`src/rtl/core/ptw_pkg.sv`:
```
package ptw_pkg;

  localparam int unsigned AddrW = 32;
  localparam int unsigned FlagW = 4;

  typedef enum logic [1:0] {
    KIND_READ  = 2'd0,
    KIND_WRITE = 2'd1,
    KIND_DONE  = 2'd2
  } kind_t;

  typedef enum logic [1:0] {
    ST_OK       = 2'd0,
    ST_DIR_FAULT = 2'd1,
    ST_TBL_FAULT = 2'd2
  } status_t;

  typedef enum logic {
    OP_START = 1'b0,
    OP_DATA  = 1'b1
  } opcode_t;

  // walk flag bits
  localparam int unsigned FL_SHADOW = 0;
  localparam int unsigned FL_SET_A  = 1;
  localparam int unsigned FL_SET_D  = 2;
  localparam int unsigned FL_USER   = 3;

  // entry bits
  localparam int unsigned E_P  = 0;
  localparam int unsigned E_W  = 1;
  localparam int unsigned E_U  = 2;
  localparam int unsigned E_A  = 5;
  localparam int unsigned E_D  = 6;
  localparam int unsigned E_PS = 7;

  typedef struct packed {
    opcode_t          opcode;
    logic [AddrW-1:0] virt_addr;
    logic [AddrW-1:0] dir_base;
    logic [FlagW-1:0] walk_flags;
    logic [AddrW-1:0] read_data;
  } walk_req_t;

  typedef struct packed {
    kind_t            kind;
    logic             last;
    logic [AddrW-1:0] mem_addr;
    logic [AddrW-1:0] write_data;
    logic [AddrW-1:0] phys_addr;
    status_t          status;
    logic [AddrW-1:0] dir_entry_addr;
    logic             dir_entry_valid;
    logic [AddrW-1:0] tbl_entry_addr;
    logic             tbl_entry_valid;
  } walk_rsp_t;

endpackage

```
`src/rtl/core/two_level_page_table_walker.sv`:
```
// Latency: a beat's first result is presented on the cycle after it is accepted.
// Throughput: one request beat per cycle while each beat yields one result and rsp_stall is low;
//   a beat that yields more than one result (at most 3) holds the request side until its last
//   result is taken, set by the three-entry result buffer that drains one beat per cycle while rsp_stall is low.
// Reset (rst, synchronous): walk idle, held address/flag state zero, paging off,
//   result buffer empty.
module two_level_page_table_walker
  import ptw_pkg::*;
(
  input  logic      clk,
  input  logic      rst,
  input  logic      cfg_we,
  input  logic      cfg_wdata,
  input  logic      req_valid,
  output logic      req_stall,
  input  walk_req_t req,
  output logic      rsp_valid,
  input  logic      rsp_stall,
  output walk_rsp_t rsp
);

  typedef enum logic [1:0] {
    PH_IDLE = 2'd0,
    PH_DIR  = 2'd1,
    PH_TBL  = 2'd2
  } phase_t;

  phase_t           phase, phase_next;
  logic             paging_on;
  logic [AddrW-1:0] held_vaddr, held_vaddr_next;
  logic [FlagW-1:0] held_flags, held_flags_next;
  logic [AddrW-1:0] held_dir_addr, held_dir_addr_next;
  logic [AddrW-1:0] held_tbl_addr, held_tbl_addr_next;

  walk_rsp_t        slots [3];
  walk_rsp_t        res [3];
  logic [1:0]       remain;
  logic [1:0]       res_cnt;
  logic             acc, pop;

  function automatic logic entry_fails(input logic [AddrW-1:0] e,
                                       input logic [FlagW-1:0] fl);
    entry_fails = !e[E_P] || (!e[E_W] && fl[FL_SET_D]) || (!e[E_U] && fl[FL_USER]);
  endfunction

  assign rsp_valid = (remain != 2'd0);
  assign rsp       = slots[0];
  assign pop       = rsp_valid && !rsp_stall;
  assign req_stall = (remain > 2'd1) || ((remain == 2'd1) && rsp_stall);
  assign acc       = req_valid && !req_stall;

  always_comb begin
    logic [AddrW-1:0] ent;
    logic [1:0]       n;
    walk_rsp_t        blank;

    blank              = '0;
    blank.kind         = KIND_READ;
    blank.status       = ST_OK;
    res[0]             = blank;
    res[1]             = blank;
    res[2]             = blank;
    n                  = 2'd0;
    ent                = req.read_data;
    phase_next         = PH_IDLE;
    held_vaddr_next    = held_vaddr;
    held_flags_next    = held_flags;
    held_dir_addr_next = held_dir_addr;
    held_tbl_addr_next = held_tbl_addr;

    if (req.opcode == OP_START) begin
      if (!paging_on && !req.walk_flags[FL_SHADOW]) begin
        res[n].kind      = KIND_DONE;
        res[n].phys_addr = req.virt_addr;
        n                = n + 2'd1;
      end else begin
        held_vaddr_next    = req.virt_addr;
        held_flags_next    = req.walk_flags;
        held_dir_addr_next = req.dir_base + {20'd0, req.virt_addr[31:22], 2'b00};
        held_tbl_addr_next = '0;
        phase_next         = PH_DIR;
        res[n].kind        = KIND_READ;
        res[n].mem_addr    = held_dir_addr_next;
        n                  = n + 2'd1;
      end
    end else begin
      case (phase)
        PH_DIR: begin
          if (entry_fails(ent, held_flags)) begin
            res[n].kind            = KIND_DONE;
            res[n].status          = ST_DIR_FAULT;
            res[n].dir_entry_addr  = held_dir_addr;
            res[n].dir_entry_valid = 1'b1;
            n                      = n + 2'd1;
          end else begin
            if (!held_flags[FL_SHADOW] && held_flags[FL_SET_A]) begin
              ent[E_A]          = 1'b1;
              res[n].kind       = KIND_WRITE;
              res[n].mem_addr   = held_dir_addr;
              res[n].write_data = ent;
              n                 = n + 2'd1;
            end
            if (ent[E_PS]) begin
              res[n].kind            = KIND_DONE;
              res[n].phys_addr       = {ent[31:22], 22'd0} + {10'd0, held_vaddr[21:0]};
              res[n].dir_entry_addr  = held_dir_addr;
              res[n].dir_entry_valid = 1'b1;
              n                      = n + 2'd1;
            end else begin
              held_tbl_addr_next = {ent[31:12], 12'd0} + {20'd0, held_vaddr[21:12], 2'b00};
              phase_next         = PH_TBL;
              res[n].kind        = KIND_READ;
              res[n].mem_addr    = held_tbl_addr_next;
              n                  = n + 2'd1;
            end
          end
        end
        PH_TBL: begin
          if (entry_fails(ent, held_flags)) begin
            res[n].kind            = KIND_DONE;
            res[n].status          = ST_TBL_FAULT;
            res[n].dir_entry_addr  = held_dir_addr;
            res[n].dir_entry_valid = 1'b1;
            res[n].tbl_entry_addr  = held_tbl_addr;
            res[n].tbl_entry_valid = 1'b1;
            n                      = n + 2'd1;
          end else begin
            if (!held_flags[FL_SHADOW] && held_flags[FL_SET_A]) begin
              ent[E_A]          = 1'b1;
              res[n].kind       = KIND_WRITE;
              res[n].mem_addr   = held_tbl_addr;
              res[n].write_data = ent;
              n                 = n + 2'd1;
            end
            if (!held_flags[FL_SHADOW] && held_flags[FL_SET_D]) begin
              ent[E_D]          = 1'b1;
              res[n].kind       = KIND_WRITE;
              res[n].mem_addr   = held_tbl_addr;
              res[n].write_data = ent;
              n                 = n + 2'd1;
            end
            res[n].kind            = KIND_DONE;
            res[n].phys_addr       = {ent[31:12], held_vaddr[11:0]};
            res[n].dir_entry_addr  = held_dir_addr;
            res[n].dir_entry_valid = 1'b1;
            res[n].tbl_entry_addr  = held_tbl_addr;
            res[n].tbl_entry_valid = 1'b1;
            n                      = n + 2'd1;
          end
        end
        default: begin
          // data with no walk pending: dropped
        end
      endcase
    end

    if (n != 2'd0) begin
      res[n - 2'd1].last = 1'b1;
    end
    res_cnt = n;
  end

  always_ff @(posedge clk) begin
    if (rst) begin
      phase         <= PH_IDLE;
      paging_on     <= 1'b0;
      held_vaddr    <= '0;
      held_flags    <= '0;
      held_dir_addr <= '0;
      held_tbl_addr <= '0;
      remain        <= 2'd0;
    end else begin
      if (cfg_we) begin
        paging_on <= cfg_wdata;
      end
      if (acc) begin
        phase         <= phase_next;
        held_vaddr    <= held_vaddr_next;
        held_flags    <= held_flags_next;
        held_dir_addr <= held_dir_addr_next;
        held_tbl_addr <= held_tbl_addr_next;
        remain        <= res_cnt;
      end else if (pop) begin
        remain <= remain - 2'd1;
      end
    end
  end

  always_ff @(posedge clk) begin
    if (acc) begin
      slots[0] <= res[0];
      slots[1] <= res[1];
      slots[2] <= res[2];
    end else if (pop) begin
      slots[0] <= slots[1];
      slots[1] <= slots[2];
    end
  end

  a_last_is_final: assert property (@(posedge clk) disable iff (rst)
    rsp_valid && rsp.last |-> remain == 2'd1)
    else $error("last beat with more results queued");

  a_final_is_last: assert property (@(posedge clk) disable iff (rst)
    remain == 2'd1 |-> rsp.last)
    else $error("final queued beat not marked last");

  a_write_not_last: assert property (@(posedge clk) disable iff (rst)
    rsp_valid && rsp.kind == KIND_WRITE |-> !rsp.last)
    else $error("write-back ended a beat sequence");

  a_empty_takes: assert property (@(posedge clk) disable iff (rst)
    remain == 2'd0 |-> !req_stall)
    else $error("request stalled with empty result buffer");

endmodule
```
`config.mk`:
```
export PLATFORM = sky130hd
export DESIGN_NAME = two_level_page_table_walker
export DESIGN_NICKNAME = d
export VERILOG_FILES = /design/src/rtl/core/ptw_pkg.sv /design/src/rtl/core/two_level_page_table_walker.sv
export SDC_FILE = /design/constraint.sdc
export NUM_CORES = 1
export LEC_CHECK = 0
export ABC_CLOCK_PERIOD_IN_PS = 48600
export BUFFER_PORTS_ARGS = -buffer_cell sky130_fd_sc_hd__buf_4
export CAP_MARGIN = 20
export CORE_MARGIN = 4
export CORE_UTILIZATION = 60
export CTS_BUF_LIST = sky130_fd_sc_hd__clkbuf_4 sky130_fd_sc_hd__clkbuf_8
export DETAILED_ROUTE_END_ITERATION = 8
export PLACE_DENSITY = 0.82
export SLEW_MARGIN = 20
export SYNTH_ARGS = -nofsm -noshare
export SYNTH_HDL_FRONTEND = slang
export SYNTH_SLANG_ARGS = --single-unit
```
`constraint.sdc`:
```
create_clock -name clk -period 48.6 [get_ports clk]
set_input_delay 2.43 -clock clk [delete_from_list [all_inputs] [get_ports clk]]
set_output_delay 2.43 -clock clk [all_outputs]
set_load 0.01 [all_outputs]
```
==> run metrics <==
antenna violations before repair 1; Worst-Margin Slew 1166 ps; synthesized flop and latch total 514; gr ovfl total 0; Setup-failing EPs final 0; # fillers 2646; Post-CTS Resized 0; DRC 0; Critical Path RT 46170 ps; via total after detailed routing 16484; Syn Inst Count 1908; status finished, final reports clean; P&R area growth vs syn 12.51%; port bufs around 270; Synth Area in Compound Gates 16.51%; routed vias/inst 6.412; WP depth 4; commonest non-fill, non-tap cell in the layout edfxtp_1; critical-path cell list buf_4 -> a21boi_0 -> inv_1 -> buf_4; Worst Setup Start Kind input port; Core Box Area approximately 38000 um2; period utilisation layout 11.17%; top_reg_cell synth edfxtp_1; Clock Pin Slew Worst Setup and Hold Paths approximately 60 ps; Final Hold Viols 0; clock sinks between 500 and 600; R2R cell count 7; first-pass GRT wire length around 94000 um; Post-Synthesis Cell Area 23190 um2; Gate power share 10.7%; ANT nets after route 0; DR WL/cell 24.36 um; count of pins over their slew limit 0; Initial DRT Pass Iterations 7; Clock Skews 27.18 ps; Lkg Pwr 9.863 nW; TritonCTS Buffers 81; Clock Tree Root clkbuf_8; RSZ-0062 raised after global routing false; Post-Route Setup TNS 0 ps; Final Wtd Congestion 0.9092; HP Class flip-flop to flip-flop; htree depth 3; die area 41860 um2; clock tree from TritonCTS built; critical hold path startpoint held_flags[3]; worst-path maximum fanout 4; Clock Path Buffers 3; Reg power frac 52.4%; reg2reg end slots[0][43]; met2 WL 28250 um; most frequent CP cell buf_4; top layer in use met5; simple-gate portion of the synthesized area 10.61%; Clk Latency, worst-skew pair 630 ps; IR drop worst, VDD 0.02313 mV; Max Clock Freq 184.3 MHz; # Post-CTS Setup Buffers 0; Die Span X 204.6 um; placed wire-length estimate 39790 um; WHS Endpoint held_flags[3]; Critical Setup Path Class input port to output port; net load switching power 0.0002570 W; Nets 2117; Yosys cell types 56; CP bufs+invs 3; Adder-Cell Fraction of Synth Area under 10%; Rows a little over 70; CP arrival 3000 ps; reg-to-reg startpoint remain[0]; Sw Share 24.87%; Die H 204.6 um; ys async rst share 0%; multiplexer area fraction after synthesis 0.04316%; largest family of logic cells by synthesized area compound AO/OA/AOI/OAI gates; met1 wire length 23330 um; Post-synth EDFFs 421; XOR/XNOR share of the synthesized area 1.020%; Sequential cell area 14500 um2; Int Pwr 0.0007764 W; Initial Util 61.14%; mean post-synth cell area 12.16 um2; Multi-input gate area approximately 6900 um2; pin count of the biggest net entering global routing around 180; share of layout cells above drive strength 1 22.43%; hold slack roughly 460 ps; flop2flop setup slack 44910 ps; DRT Wirelength 62620 um; Clock power frac 36.8%; ant diodes 0; hold depth 2; hold_buf cts 0; Iter 0 DRT Violations 2438; PwrDens 39.61 nW/um2; Worst path top cell family by delay buffers and inverters; Slew HR 22.30%; Seq/Total Area, Yosys 62.54%; final period demand of the worst path 5427 ps; IO Count 276; GRT Total Usage between 20% and 30%; CP max stage delay 220 ps; vias in the first global route roughly 16000; met3 WL 7984 um; most frequent cells in the layout edfxtp_1 (421), buf_4 (296), a22o_1 (190), nand2_1 (164), and2_1 (126); Max-cap violations 0; CP Capture Type output port; Yosys warnings 0; slowest cell on the critical path a21boi_0
==> sequential cells by signal, indices dropped and copies added, names as in the netlist <==
register	flops
held_dir_addr	32
phase	2
remain	2
held_flags	4
held_tbl_addr	30
slots	421
paging_on	1
held_vaddr	22
==> worst max path at each step <==
stage,startpoint,to,slack [ps]
2_1_floorplan,rsp_stall,slots[0][0],22130
5_1_grt,rsp_stall,req_stall,43090
6_report,rsp_stall,req_stall,43170
4_1_cts,rsp_stall,req_stall,43180
3_5_place_dp,req[100],slots[0][243],43000
3_3_place_gp,req[100],slots[0][166],43120
==> cells in the mapped netlist (4+ instances only) <==
cell | n | area [um2]
nand2_1 | 164 | 615.6
o211ai_1 | 4 | 30.03
nand3_1 | 41 | 205.2
buf_4 | 168 | 1261
and2_1 | 127 | 794.5
xor2_1 | 14 | 122.6
nor2_1 | 96 | 360.4
edfxtp_1 | 421 | 12640
a22oi_1 | 69 | 518.0
a221o_1 | 24 | 240.2
nor3_1 | 13 | 65.06
ha_1 | 17 | 212.7
nand4_1 | 6 | 37.54
buf_1 | 6 | 22.52
inv_1 | 22 | 82.58
xnor2_1 | 13 | 113.9
buf_6 | 7 | 78.83
and3_1 | 31 | 193.9
a211oi_1 | 18 | 135.1
dfxtp_1 | 93 | 1862
nor3b_1 | 4 | 30.03
nor2b_1 | 6 | 37.54
clkbuf_1 | 106 | 397.9
o21ai_0 | 49 | 245.2
buf_2 | 13 | 65.06
a21oi_1 | 106 | 530.5
o22ai_1 | 11 | 68.82
a22o_1 | 190 | 1664
nand2b_1 | 6 | 37.54
a21o_1 | 9 | 67.56
a222oi_1 | 14 | 140.1
==> power groups by stage <==
| stage | Sequential, W | Combinational [W] | Clock, W |
|---|---|---|---|
| 2_1_floorplan | 0.000575 | 0.0000749 | 0 |
| 3_3_place_gp | 0.000549 | 0.000107 | 0 |
| 3_5_place_dp | 0.000550 | 0.000109 | 0 |
| 4_1_cts | 0.000542 | 0.000110 | 0.000385 |
| 5_1_grt | 0.000545 | 0.000118 | 0.000405 |
| 6_report | 0.000542 | 0.000111 | 0.000381 |
==> final cells by class <==
cell class | count | area share, %
clock buffers | 127 | 5.884
flip-flops and latches | 514 | 55.59
clock inverters | 24 | 0.6234
inverters | 23 | 0.3501
multi-input cells | 1072 | 26.29
well taps | 511 | 2.450
repair buffers | 300 | 8.818
==> cells by family after synthesis <==
group                    Yosys count
AND/OR/NAND/NOR                  506
XOR/XNOR                          27
adder cells (fa/ha/maj)           18
AO/OA/AOI/OAI                    518
other                              1
buffers and inverters            323
flip-flops                       514
multiplexers                       1
==> per-layer routing <==
layer | global-route usage, % | vias up
met2 | 44.86 | 1238
met4 | 13.09 | 2
met3 | 6.823 | 204
met5 | 0 | -
met1 | 40.31 | 7897
li1 | - | 7143
==> tightest hold or removal path: cells and delay by family (launching register included) <==
family / cells / cell delay, ps
flops: 1 / 310
simple gates: 1 / 50
compound gates: 1 / 50
==> metrics by stage <==
stage                     total power, W  instances  utilization (%)  cell area (um2)  setup WS (ps)
after floorplan                0.0006495       1909                -            23200          22130
after global placement         0.0006562       2419            64.21            24360          43120
after detailed placement       0.0006596       2419            64.21            24360          43000
after CTS                       0.001036       2570            68.69            26060          43180
after global routing            0.001068       2571            68.79            26090          43090
final                           0.001033       2571            68.79            26090          43170
Power figures use the tool's default switching activity.
